<file path="config.mk">
export PLATFORM = sky130hd
export DESIGN_NAME = quicksort_lomuto_sorter_core
export DESIGN_NICKNAME = d
export VERILOG_FILES = /design/src/rtl/qsl_pkg.sv /design/src/rtl/qsl_ram.sv /design/src/rtl/qsl_front.sv /design/src/rtl/qsl_back.sv /design/src/rtl/quicksort_lomuto_sorter_core.sv
export SDC_FILE = /design/constraint.sdc
export NUM_CORES = 2
export LEC_CHECK = 0
export ABC_CLOCK_PERIOD_IN_PS = 9080
export BUFFER_PORTS_ARGS = -buffer_cell sky130_fd_sc_hd__buf_2
export CAP_MARGIN = 10
export CORE_MARGIN = 5
export CORE_UTILIZATION = 33
export DETAILED_ROUTE_END_ITERATION = 8
export PLACE_DENSITY_LB_ADDON = 0.3
export SYNTH_ARGS = -nofsm -noshare
export SYNTH_HDL_FRONTEND = slang
export SYNTH_SLANG_ARGS = --single-unit
</file>
<file path="constraint.sdc">
create_clock -name clk -period 9.08 [get_ports clk]
set_input_delay 1.816 -clock clk [delete_from_list [all_inputs] [get_ports clk]]
set_output_delay 1.816 -clock clk [all_outputs]
set_load 0.005 [all_outputs]
</file>
<file path="src/rtl/qsl_pkg.sv">
// Package: shared tag type for the quicksort sorter
package qsl_pkg;

    typedef struct packed {
        logic last;
    } qsl_tag_t;

endpackage

</file>
<file path="src/rtl/qsl_ram.sv">
// Generic single-port-write, single-read RAM with registered read
module qsl_ram #(
    parameter int WIDTH = 32,
    parameter int DEPTH = 32
) (
    input  logic                     clk,
    input  logic                     we,
    input  logic [$clog2(DEPTH)-1:0] waddr,
    input  logic [WIDTH-1:0]         wdata,
    input  logic [$clog2(DEPTH)-1:0] raddr,
    output logic [WIDTH-1:0]         rdata
);

    logic [WIDTH-1:0] mem [DEPTH];

    always_ff @(posedge clk)
    begin
        if (we)
        begin
            mem[waddr] <= wdata;
        end
        rdata <= mem[raddr];
    end

endmodule

</file>
<file path="src/rtl/qsl_front.sv">
// Front: input queue of items between the port and the sort engine
module qsl_front
    import qsl_pkg::*;
#(
    parameter int VALUE_WIDTH = 32
) (
    input  logic                   clk,
    input  logic                   rst_n,
    input  logic                   in_valid,
    output logic                   in_ready,
    input  logic [VALUE_WIDTH-1:0] in_value,
    input  qsl_tag_t               in_tag,
    output logic                   q_valid,
    input  logic                   q_ready,
    output logic [VALUE_WIDTH-1:0] q_value,
    output qsl_tag_t               q_tag
);

    logic [VALUE_WIDTH-1:0] value_reg [2];
    qsl_tag_t               tag_reg [2];
    logic                   wp_reg, rp_reg, wp_next, rp_next;
    logic [1:0]             cnt_reg, cnt_next;
    logic                   push, pop;

    assign in_ready = (cnt_reg != 2'd2);
    assign q_valid  = (cnt_reg != 2'd0);
    assign push     = in_valid && in_ready;
    assign pop      = q_valid && q_ready;
    assign q_value  = value_reg[rp_reg];
    assign q_tag    = tag_reg[rp_reg];

    always_comb
    begin
        wp_next  = push ? ~wp_reg : wp_reg;
        rp_next  = pop ? ~rp_reg : rp_reg;
        cnt_next = cnt_reg + {1'b0, push} - {1'b0, pop};
    end

    always_ff @(posedge clk or negedge rst_n)
    begin
        if (!rst_n)
        begin
            wp_reg  <= 1'b0;
            rp_reg  <= 1'b0;
            cnt_reg <= 2'd0;
        end
        else
        begin
            wp_reg  <= wp_next;
            rp_reg  <= rp_next;
            cnt_reg <= cnt_next;
        end
    end

    always_ff @(posedge clk)
    begin
        if (push)
        begin
            value_reg[wp_reg] <= in_value;
            tag_reg[wp_reg]   <= in_tag;
        end
    end

endmodule

</file>
<file path="src/rtl/qsl_back.sv">
// Back: store, quicksort engine with range stack, and result emission
module qsl_back
    import qsl_pkg::*;
#(
    parameter int MAX_ITEMS   = 32,
    parameter int VALUE_WIDTH = 32
) (
    input  logic                   clk,
    input  logic                   rst_n,
    input  logic                   q_valid,
    output logic                   q_ready,
    input  logic [VALUE_WIDTH-1:0] q_value,
    input  qsl_tag_t               q_tag,
    output logic                   out_valid,
    input  logic                   out_ready,
    output logic [VALUE_WIDTH-1:0] out_value,
    output logic                   out_last,
    output logic                   out_overflow
);

    localparam int AW = $clog2(MAX_ITEMS);
    localparam int CW = $clog2(MAX_ITEMS + 1);
    localparam int SD = MAX_ITEMS + 1;
    localparam int SW = $clog2(SD);
    localparam int SPW = $clog2(SD + 1);

    localparam logic [3:0] S_LOAD  = 4'd0;
    localparam logic [3:0] S_POP   = 4'd1;
    localparam logic [3:0] S_PIV   = 4'd2;
    localparam logic [3:0] S_RDJ   = 4'd3;
    localparam logic [3:0] S_CMP   = 4'd4;
    localparam logic [3:0] S_SWF   = 4'd5;
    localparam logic [3:0] S_FIN   = 4'd6;
    localparam logic [3:0] S_FIN2  = 4'd7;
    localparam logic [3:0] S_PUSH  = 4'd8;
    localparam logic [3:0] S_ERD   = 4'd9;
    localparam logic [3:0] S_EOUT  = 4'd10;
    localparam logic [3:0] S_STK   = 4'd11;
    localparam logic [3:0] S_PUSH2 = 4'd12;

    logic [3:0]             st_reg, st_next;
    logic [CW-1:0]          cnt_reg, cnt_next;
    logic                   drop_reg, drop_next;
    logic [SPW-1:0]         sp_reg, sp_next;
    logic [AW-1:0]          lo_reg, lo_next, hi_reg, hi_next;
    logic [AW-1:0]          j_reg, j_next, f_reg, f_next;
    logic [VALUE_WIDTH-1:0] piv_reg, piv_next, vj_reg, vj_next;
    logic [CW-1:0]          k_reg, k_next;
    logic                   ov_reg, ov_next;
    logic [VALUE_WIDTH-1:0] ov_val_reg, ov_val_next;
    logic                   ov_last_reg, ov_last_next, ov_of_reg, ov_of_next;

    logic                   e_we;
    logic [AW-1:0]          e_wa, e_ra;
    logic [VALUE_WIDTH-1:0] e_wd, e_rd;
    logic                   s_we;
    logic [SW-1:0]          s_wa, s_ra;
    logic [2*AW-1:0]        s_wd, s_rd;

    qsl_ram #(.WIDTH(VALUE_WIDTH), .DEPTH(MAX_ITEMS)) u_elem (
        .clk(clk), .we(e_we), .waddr(e_wa), .wdata(e_wd), .raddr(e_ra), .rdata(e_rd)
    );
    qsl_ram #(.WIDTH(2 * AW), .DEPTH(SD)) u_stack (
        .clk(clk), .we(s_we), .waddr(s_wa), .wdata(s_wd), .raddr(s_ra), .rdata(s_rd)
    );

    assign q_ready      = (st_reg == S_LOAD);
    assign out_valid    = ov_reg;
    assign out_value    = ov_val_reg;
    assign out_last     = ov_last_reg;
    assign out_overflow = ov_of_reg;

    always_comb
    begin
        st_next      = st_reg;
        cnt_next     = cnt_reg;
        drop_next    = drop_reg;
        sp_next      = sp_reg;
        lo_next      = lo_reg;
        hi_next      = hi_reg;
        j_next       = j_reg;
        f_next       = f_reg;
        piv_next     = piv_reg;
        vj_next      = vj_reg;
        k_next       = k_reg;
        ov_next      = ov_reg && !out_ready;
        ov_val_next  = ov_val_reg;
        ov_last_next = ov_last_reg;
        ov_of_next   = ov_of_reg;
        e_we = 1'b0;
        e_wa = '0;
        e_wd = '0;
        e_ra = '0;
        s_we = 1'b0;
        s_wa = sp_reg[SW-1:0];
        s_wd = '0;
        s_ra = '0;
        unique case (st_reg)
            S_LOAD:
            begin
                if (q_valid)
                begin
                    if (cnt_reg < CW'(MAX_ITEMS))
                    begin
                        e_we     = 1'b1;
                        e_wa     = cnt_reg[AW-1:0];
                        e_wd     = q_value;
                        cnt_next = cnt_reg + 1'b1;
                    end
                    else
                    begin
                        drop_next = 1'b1;
                    end
                    if (q_tag.last)
                    begin
                        k_next = '0;
                        if (cnt_next >= CW'(2))
                        begin
                            s_we    = 1'b1;
                            s_wa    = '0;
                            s_wd    = {AW'(0), AW'(cnt_next - 1'b1)};
                            sp_next = SPW'(1);
                            st_next = S_POP;
                        end
                        else
                        begin
                            sp_next = '0;
                            st_next = S_ERD;
                        end
                    end
                end
            end
            S_POP:
            begin
                if (sp_reg == '0)
                begin
                    st_next = S_ERD;
                end
                else
                begin
                    s_ra    = SW'(sp_reg - 1'b1);
                    sp_next = sp_reg - 1'b1;
                    st_next = S_STK;
                end
            end
            S_STK:
            begin
                lo_next = s_rd[2*AW-1:AW];
                hi_next = s_rd[AW-1:0];
                e_ra    = s_rd[AW-1:0];
                st_next = S_PIV;
            end
            S_PIV:
            begin
                piv_next = e_rd;
                j_next   = lo_reg;
                f_next   = lo_reg;
                e_ra     = lo_reg;
                st_next  = S_RDJ;
            end
            S_RDJ:
            begin
                vj_next = e_rd;
                e_ra    = f_reg;
                st_next = S_CMP;
            end
            S_CMP:
            begin
                if ($signed(vj_reg) <= $signed(piv_reg))
                begin
                    e_we    = 1'b1;
                    e_wa    = j_reg;
                    e_wd    = e_rd;
                    st_next = S_SWF;
                end
                else if (j_reg + 1'b1 == hi_reg)
                begin
                    e_ra    = f_reg;
                    st_next = S_FIN;
                end
                else
                begin
                    j_next  = j_reg + 1'b1;
                    e_ra    = j_reg + 1'b1;
                    st_next = S_RDJ;
                end
            end
            S_SWF:
            begin
                e_we   = 1'b1;
                e_wa   = f_reg;
                e_wd   = vj_reg;
                f_next = f_reg + 1'b1;
                if (j_reg + 1'b1 == hi_reg)
                begin
                    e_ra    = f_reg + 1'b1;
                    st_next = S_FIN;
                end
                else
                begin
                    j_next  = j_reg + 1'b1;
                    e_ra    = j_reg + 1'b1;
                    st_next = S_RDJ;
                end
            end
            S_FIN:
            begin
                e_we    = 1'b1;
                e_wa    = hi_reg;
                e_wd    = e_rd;
                st_next = S_FIN2;
            end
            S_FIN2:
            begin
                e_we    = 1'b1;
                e_wa    = f_reg;
                e_wd    = piv_reg;
                st_next = S_PUSH;
            end
            S_PUSH:
            begin
                if (f_reg > lo_reg && (f_reg - 1'b1) > lo_reg)
                begin
                    s_we    = 1'b1;
                    s_wd    = {lo_reg, AW'(f_reg - 1'b1)};
                    sp_next = sp_reg + 1'b1;
                end
                st_next = S_PUSH2;
            end
            S_PUSH2:
            begin
                if ({1'b0, f_reg} + 1'b1 < {1'b0, hi_reg})
                begin
                    s_we    = 1'b1;
                    s_wd    = {AW'(f_reg + 1'b1), hi_reg};
                    sp_next = sp_reg + 1'b1;
                end
                st_next = S_POP;
            end
            S_ERD:
            begin
                if (k_reg == cnt_reg)
                begin
                    cnt_next  = '0;
                    drop_next = 1'b0;
                    st_next   = S_LOAD;
                end
                else
                begin
                    e_ra    = k_reg[AW-1:0];
                    st_next = S_EOUT;
                end
            end
            S_EOUT:
            begin
                if (!ov_reg || out_ready)
                begin
                    ov_next      = 1'b1;
                    ov_val_next  = e_rd;
                    ov_last_next = (k_reg + 1'b1 == cnt_reg);
                    ov_of_next   = drop_reg;
                    k_next       = k_reg + 1'b1;
                    st_next      = S_ERD;
                end
                else
                begin
                    e_ra = k_reg[AW-1:0];
                end
            end
            default:
            begin
                st_next = S_LOAD;
            end
        endcase
    end

    always_ff @(posedge clk or negedge rst_n)
    begin
        if (!rst_n)
        begin
            st_reg   <= S_LOAD;
            cnt_reg  <= '0;
            drop_reg <= 1'b0;
            sp_reg   <= '0;
            k_reg    <= '0;
            ov_reg   <= 1'b0;
        end
        else
        begin
            st_reg   <= st_next;
            cnt_reg  <= cnt_next;
            drop_reg <= drop_next;
            sp_reg   <= sp_next;
            k_reg    <= k_next;
            ov_reg   <= ov_next;
        end
    end

    always_ff @(posedge clk)
    begin
        lo_reg      <= lo_next;
        hi_reg      <= hi_next;
        j_reg       <= j_next;
        f_reg       <= f_next;
        piv_reg     <= piv_next;
        vj_reg      <= vj_next;
        ov_val_reg  <= ov_val_next;
        ov_last_reg <= ov_last_next;
        ov_of_reg   <= ov_of_next;
    end

endmodule

</file>
<file path="src/rtl/quicksort_lomuto_sorter_core.sv">
// Top level: quicksort sorter with input queue and sort/emit engine
//  channel | signals                                  | role
//  in      | in_valid in_ready value last             | elements of a run
//  out     | out_valid out_ready value_res last_res overflow | sorted run
// Loading takes one item per cycle. The marked item starts the sort: each
// partition pops a range, moves elements not above its pivot left, places the
// pivot and pushes the subranges. The element RAM has one read and one write
// port with registered read, so a swap takes two writes. Emission reads each
// result, then offers it. Reset clears control; stores need no clearing.
// Output stalls hold the engine; while it sorts or emits, the 2-entry queue fills.
module quicksort_lomuto_sorter_core
    import qsl_pkg::*;
#(
    parameter int MAX_ITEMS   = 32,
    parameter int VALUE_WIDTH = 32
) (
    input  logic        clk,
    input  logic        rst_n,
    input  logic        in_valid,
    output logic        in_ready,
    input  logic [31:0] value,
    input  logic        last,
    output logic        out_valid,
    input  logic        out_ready,
    output logic [31:0] value_res,
    output logic        last_res,
    output logic        overflow
);

    logic                   q_valid, q_ready;
    logic [VALUE_WIDTH-1:0] q_value, r_value, in_v;
    qsl_tag_t               in_tag, q_tag;

    always_comb
    begin
        in_v = '0;
        for (int i = 0; i < VALUE_WIDTH; i++)
        begin
            in_v[i] = (i < 32) ? value[(i < 32) ? i : 31] : value[31];
        end
        in_tag.last = last;
        value_res = '0;
        for (int i = 0; i < 32; i++)
        begin
            value_res[i] = (i < VALUE_WIDTH) ? r_value[(i < VALUE_WIDTH) ? i : 0]
                                             : r_value[VALUE_WIDTH-1];
        end
    end

    qsl_front #(.VALUE_WIDTH(VALUE_WIDTH)) u_front (
        .clk(clk), .rst_n(rst_n),
        .in_valid(in_valid), .in_ready(in_ready), .in_value(in_v), .in_tag(in_tag),
        .q_valid(q_valid), .q_ready(q_ready), .q_value(q_value), .q_tag(q_tag)
    );

    qsl_back #(.MAX_ITEMS(MAX_ITEMS), .VALUE_WIDTH(VALUE_WIDTH)) u_back (
        .clk(clk), .rst_n(rst_n),
        .q_valid(q_valid), .q_ready(q_ready), .q_value(q_value), .q_tag(q_tag),
        .out_valid(out_valid), .out_ready(out_ready), .out_value(r_value),
        .out_last(last_res), .out_overflow(overflow)
    );

endmodule

</file>
; After elaboration in Yosys (flattened, before gate mapping)
; Memories as Yosys holds them, arrays and structs flattened. A register that Yosys moved wholly into a read port is not among the register bits.
; Cells that the tools add are included.
[totals]
elab_cells = 168
mem_bits_rw = 1420
in_bits = 37
register_bits = 146
mem_count = 4
out_inout_bits = 36
[memory_table]
columns = name, depth, word_bits, read_ports, rd_ports_with_merged_regs, wr, line
row1 = u_back.u_elem.mem, 32, 32, 1, 1, 1, qsl_ram.sv:14  ; logic [WIDTH-1:0] mem [DEPTH];
row2 = u_back.u_stack.mem, 33, 10, 1, 1, 1, qsl_ram.sv:14
row3 = u_front.value_reg, 2, 32, 1, 0, 1, qsl_front.sv:19  ; logic [VALUE_WIDTH-1:0] value_reg [2];
row4 = u_front.tag_reg, 2, 1, 1, 0, 1, qsl_front.sv:20  ; qsl_tag_t tag_reg [2];
[classes]
n_reduce_logical = 24
add_sub_neg = 11
n_mux = 78
bitwise = 2
order_cmp = 6
n_eq_ne = 25
[op_table]
columns = op, count
row1 = $pmux W32 S5, 1
row2 = $mux W6, 19
row3 = $mux W32, 3
row4 = $mux W5, 11
row5 = $pmux W4 S13, 1
row6 = $mux W10, 4
row7 = $pmux W5 S7, 1
row8 = $le A32 B32 Y1, 1
row9 = $pmux W10 S3, 1
row10 = $mux W4, 6
row11 = $pmux W6 S2, 2
row12 = $pmux W6 S4, 1
row13 = $eq A4 B4 Y1 const B, 5
row14 = $mux W1, 20
row15 = $pmux W5 S4, 1
row16 = $add A6 B1 Y6 const B, 3
row17 = $eq A4 B3 Y1 const B, 4
row18 = $pmux W5 S3, 1
row19 = $eq A6 B6 Y1, 2
row20 = $add A5 B1 Y5 const B, 2
row21 = $gt A5 B5 Y1, 2
row22 = $ne A2 B1 Y1 const B, 5
row23 = $ne A2 B2 Y1 const B, 5
row24 = $pmux W5 S2, 1
row25 = 30 further kinds, 44

; Logic depth before layout (Yosys ltp)
[depth]
word_depth = 11
mapped_depth = 18
depth_no_buf = 15

; Hierarchy
; From an unflattened synthesis, not the netlist that was laid out.
[unflattened]
hier_cells = 3904
hier_area_um2 = 64732.1
[by_module_without_submodules]
columns = mod, area_per_inst_um2, seq_area_each_um2, instances, cells_per_inst
row1 = qsl_ram (u_back.u_elem), 40492.6, 31390.1, 1, 2260
row2 = qsl_ram (u_back.u_stack), 13314.0, 10109.7, 1, 727
row3 = qsl_back, 8219.1, 4144.0, 1, 797
row4 = qsl_front, 2706.3, 2082.0, 1, 120

; Least setup slack after synthesis
; No wires, ideal clock.
[synth_timing]
kind = reg2reg
from = register u_back.st_reg[3]
to = register u_back.u_elem.rdata[0] (read register of u_back.u_elem.mem)
path_slack_ps = 3934
setup_ps = 135
stages_incl_launch_ff = 13
required_time_ps = 8945
t_arrival_ps = 5011
period_less_slack_ps = 5146
n_path_buf = 3
cell_sequence = dfrtp_1 -> clkbuf_1 -> nor3_1 -> a222oi_1 -> o221a_1 -> a21bo_2 -> buf_6 -> buf_2 -> mux2i_1 -> mux2i_1 -> a32o_1 -> a221oi_1 -> o32ai_1
[synth_via]
elab_chain_len = 2
word_cells_on_any_way = 8
cone_classes = 7 x eq/ne / 1 x mux
[synth_lines]
columns = item, line
row1 = "start, declared", qsl_back.sv:41  ; logic [3:0] st_reg, st_next;
row2 = "start signal, assigned", qsl_back.sv:290  ; st_reg <= st_next;
row3 = $eq A4 B4 Y1 (tied with other cells), qsl_back.sv:98  ; unique case (st_reg)
row4 = $pmux W5 S7 *, qsl_back.sv:98
row5 = "end, declared", qsl_ram.sv:11  ; output logic [WIDTH-1:0] rdata
; Mark *: on every way between the ends. The rest lies on a longest branch, timed or not.
; A chain may end at the register's enable or synchronous reset.

; Worst setup path after layout
[layout_timing]
from = register u_back.vj_reg[23]
to = memory u_back.u_elem.mem[11][19], enable pin
[layout_via]
elab_chain_len = 5
word_cells_on_any_way = 7
cone_classes = 1 x order compare / 6 x mux
[layout_lines]
columns = item, line
row1 = "start, declared", qsl_back.sv:47  ; logic [VALUE_WIDTH-1:0] piv_reg, piv_next, vj_reg, vj_next;
row2 = "start signal, assigned", qsl_back.sv:306  ; vj_reg <= vj_next;
row3 = $le A32 B32 Y1 *, qsl_back.sv:169  ; if ($signed(vj_reg) <= $signed(piv_reg))
row4 = $mux W1, qsl_back.sv:169
row5 = $pmux W1 S3, qsl_back.sv:98
row6 = $mux W1, qsl_ram.sv:18  ; if (we)
row7 = $mux W1 (not written as such), qsl_ram.sv:20  ; mem[waddr] <= wdata;
row8 = "end, declared", qsl_ram.sv:14
; Marks and branches as above.

==> impl_metrics.yaml <==
run_status:
  status: "complete, no violations"
flow_run:
  cap_violations: 0
critical_path:
  worstPathArrival_ns: 6.65
  crit_type: "register to register"
  end_kind: "register"
  cp-start-kind: "register"
  cp.required_ns: 9.59
  reg2reg_from: "u_back.vj_reg[23]$_DFFE_PP_"
  path_max_fanout: 17
  worstSetupStartpoint: "u_back.vj_reg[23]$_DFFE_PP_"
synthesis:
  ys_seq_elements: 1608
  synth.area.top_cells: "edfxtp_1, nand2_1, mux4_2"
  synth_top_area_share_pct: 71.1
  syn_nets: 4419
  synthFlopType: "edfxtp_1"
  ys_types: 74
  synth_edf_count: 1538
  syn_area_per_cell_sq_um: 15.0
  async_flop_share_pct: 1.74
  synthCells: 4323
  synth_top_area_cell: "edfxtp_1"
  ys_seq_area_share_pct: 73.5
  yosysWarnings: 0
  synth_area_sq_mm: 0.0650
cts:
  clockRootBuffer: "clkbuf_16"
  cts_tree: "yes"
  cts_max_level: 4
  clock_path_buffers: 3
  postCtsHoldBufs: 0
  numCtsBuffers: 167
  clock_latency_ns: 0.84
  cts_setup_buffers: 0
  cts_resized: 0
  clk_pin_slew_ns: 0.06
  clock_sinks: 1608
route:
  vias: 38500
  wl_per_cell_um: 25.5
  drc: 0
  via_per_inst: 5.35
  ant_nets: 0
  totalWireLength_um: 184000
  drtPass1Iterations: 7
  drt_iter0_drc: 4550
layout:
  fillCellCount: 18300
  seqCellArea_sq_mm: 0.0477
  drive_above_1_share_pct: 15.8
  area_growth_pct: 15.0
  nets: 4523
  multi_input_area_sq_mm: 0.0163
  largest_reg_flops: 1024
  fin_cells: 7198
power:
  cellLeakagePower_nw: 24.7
  vdd_drop_max_mv: 0.201
  powerDensity_mw_per_mm2: 204
timing:
  whs_ns: 0.356
  maxSlewHeadroom_pct: 14.9
  setup_viol_count_final: 0
  skew_ns: 0.0621
  tightest_slew_ns: 1.27
  rsz0062_at_grt: "no"
  period_share_pct: 67.6
  fmax_mhz: 163
  final.setup.tns_ns: 0
  maxSlewViolCount: 0
  fin_crit_ns: 6.14
  hold_viol_final: 0
place:
  dpl.cell_count: 6873
  port_buffers: 72
  hpwlAfterDp_um: 107000
  routabilityCongestion: 0.863
die:
  fp.dieW_um: 454
  die_y_um: 454
  io_pins: 73
  die_area_sq_mm: 0.206
  num_rows: 162
  start_util_pct: 33.2
  core_sq_mm: 0.195
min_path:
  hp-start: "u_back.u_stack.rdata[9]$_DFF_P_"
  holdCritPathClass: "register to register"
global_routing:
  antenna_found_initial: 12
  grt_max_degree: 115
  overflow: 0
  grt_pass1_wl_um: 265000
  grt_pass1_vias: 37300
  track_usage_pct: 17.4
[through the flow]
step | area (sq um) | total power (W) | worst slack, ns | utilization [%]
floorplan | 65000 | 0.00833 | 3.93 | -
global placement | 68800 | 0.00841 | 3.15 | 35.2
detailed placement | 69000 | 0.00842 | 3.02 | 35.3
CTS | 74600 | 0.0154 | 3.04 | 38.2
global route | 74700 | 0.0157 | 2.65 | 38.2
finish | 74700 | 0.0152 | 2.94 | 38.2
[per-layer routing]
layer  up-vias  part of all wire [%]  global-route usage (%)
li1      16900                     -                       -
met5         -                     0                       0
met1     19700                    42                    24.4
met3       294                   7.8                    3.30
met2      1643                    47                    27.6
met4         0                   2.8                    5.45
[placed cells by master, fill, tap and decap left out, types with 51 or more instances in the layout]
cell type / Yosys / final
a211oi_1: 52 / 52
a21oi_1: 113 / 111
a311oi_1: 83 / 83
a31oi_1: 63 / 61
and3_1: 115 / 114
buf_2: 105 / 72
buf_4: 12 / 105
clkbuf_16: 0 / 168
edfxtp_1: 1538 / 1538
ha_1: 59 / 59
inv_1: 95 / 95
mux2_2: 51 / 51
mux2i_1: 110 / 110
mux4_2: 102 / 102
nand2_1: 795 / 795
nand3_1: 169 / 169
nor2_1: 140 / 99
o21ai_0: 99 / 61
[kinds of logic (layout without fill, tap and decap cells)]
family | count (synthesis) | after routing | share of synthesized area, %
other | 0 | 3 | 0
multiplexers | 263 | 263 | 6.12
AND/OR/NAND/NOR | 1347 | 1347 | 9.01
XOR/XNOR | 41 | 41 | 0.595
AO/OA/AOI/OAI | 647 | 647 | 7.22
buffers and inverters | 358 | 606 | 2.46
adder cells (fa/ha/maj) | 59 | 59 | 1.14
flip-flops | 1608 | 1608 | 73.5
[critical path, stage by stage (launching register included)]
cell and delay (ns):
edfxtp_1 0.41, ha_1 0.35, nand4_1 0.20, nor4_1 0.71, o31ai_1 0.26, nand3_1 0.56
a21oi_1 0.48, a222oi_1 1.04, nand2_1 0.49, nor2_4 0.89, buf_4 0.42
[final timing paths]
kind,endpoint,slack [ns],cells after the start
max reg2reg,u_back.u_elem.mem[11][19]$_DFFE_PP_,2.94,10
min reg2reg,u_back.lo_reg[4]$_DFFE_PP_,0.36,0
min,u_back.lo_reg[4]$_DFFE_PP_,0.36,0
max in group asynchronous,u_front.rp_reg$_DFFE_PN0P_,7.44,1
max,u_back.u_elem.mem[11][19]$_DFFE_PP_,2.94,10
min in group asynchronous,u_back.sp_reg[4]$_DFFE_PN0P_,1.07,1
[area by class of cell]
| class | instances | share of cell area, % |
|---|---|---|
| Antenna cell | 3 | 0.0100 |
| Clock buffer | 226 | 6.08 |
| Clock inverter | 87 | 1.44 |
| Inverter | 96 | 0.482 |
| Multi-Input combinational cell | 2357 | 21.8 |
| Sequential cell | 1608 | 63.9 |
| Tap cell | 2624 | 4.39 |
| Timing Repair Buffer | 197 | 1.96 |
[cells in the mapped netlist, drive strengths merged, types with 21 or more instances]
cell type / n
a211oi: 52
a21oi: 114
a221oi: 34
a222oi: 40
a311oi: 83
a31oi: 63
and2: 21
and3: 115
buf: 142
clkbuf: 120
dfrtp: 28
dfxtp: 42
edfxtp: 1538
ha: 59
inv: 95
mux2: 51
mux2i: 110
mux4: 102
nand2: 796
nand3: 169
nor2: 141
nor3: 36
o21ai: 105
xor2: 24
[power by group]
part / total, W / leakage [nW] / internal [W] / switching, W
clock network: 0.00698 / 2.73 / 0.00404 / 0.00295
logic: 0.000146 / 5.91 / 0.0000412 / 0.000105
registers: 0.00811 / 16.1 / 0.00809 / 0.0000187
total: 0.0152 / 24.7 / 0.0122 / 0.00307
Power figures use the tool's default switching activity.
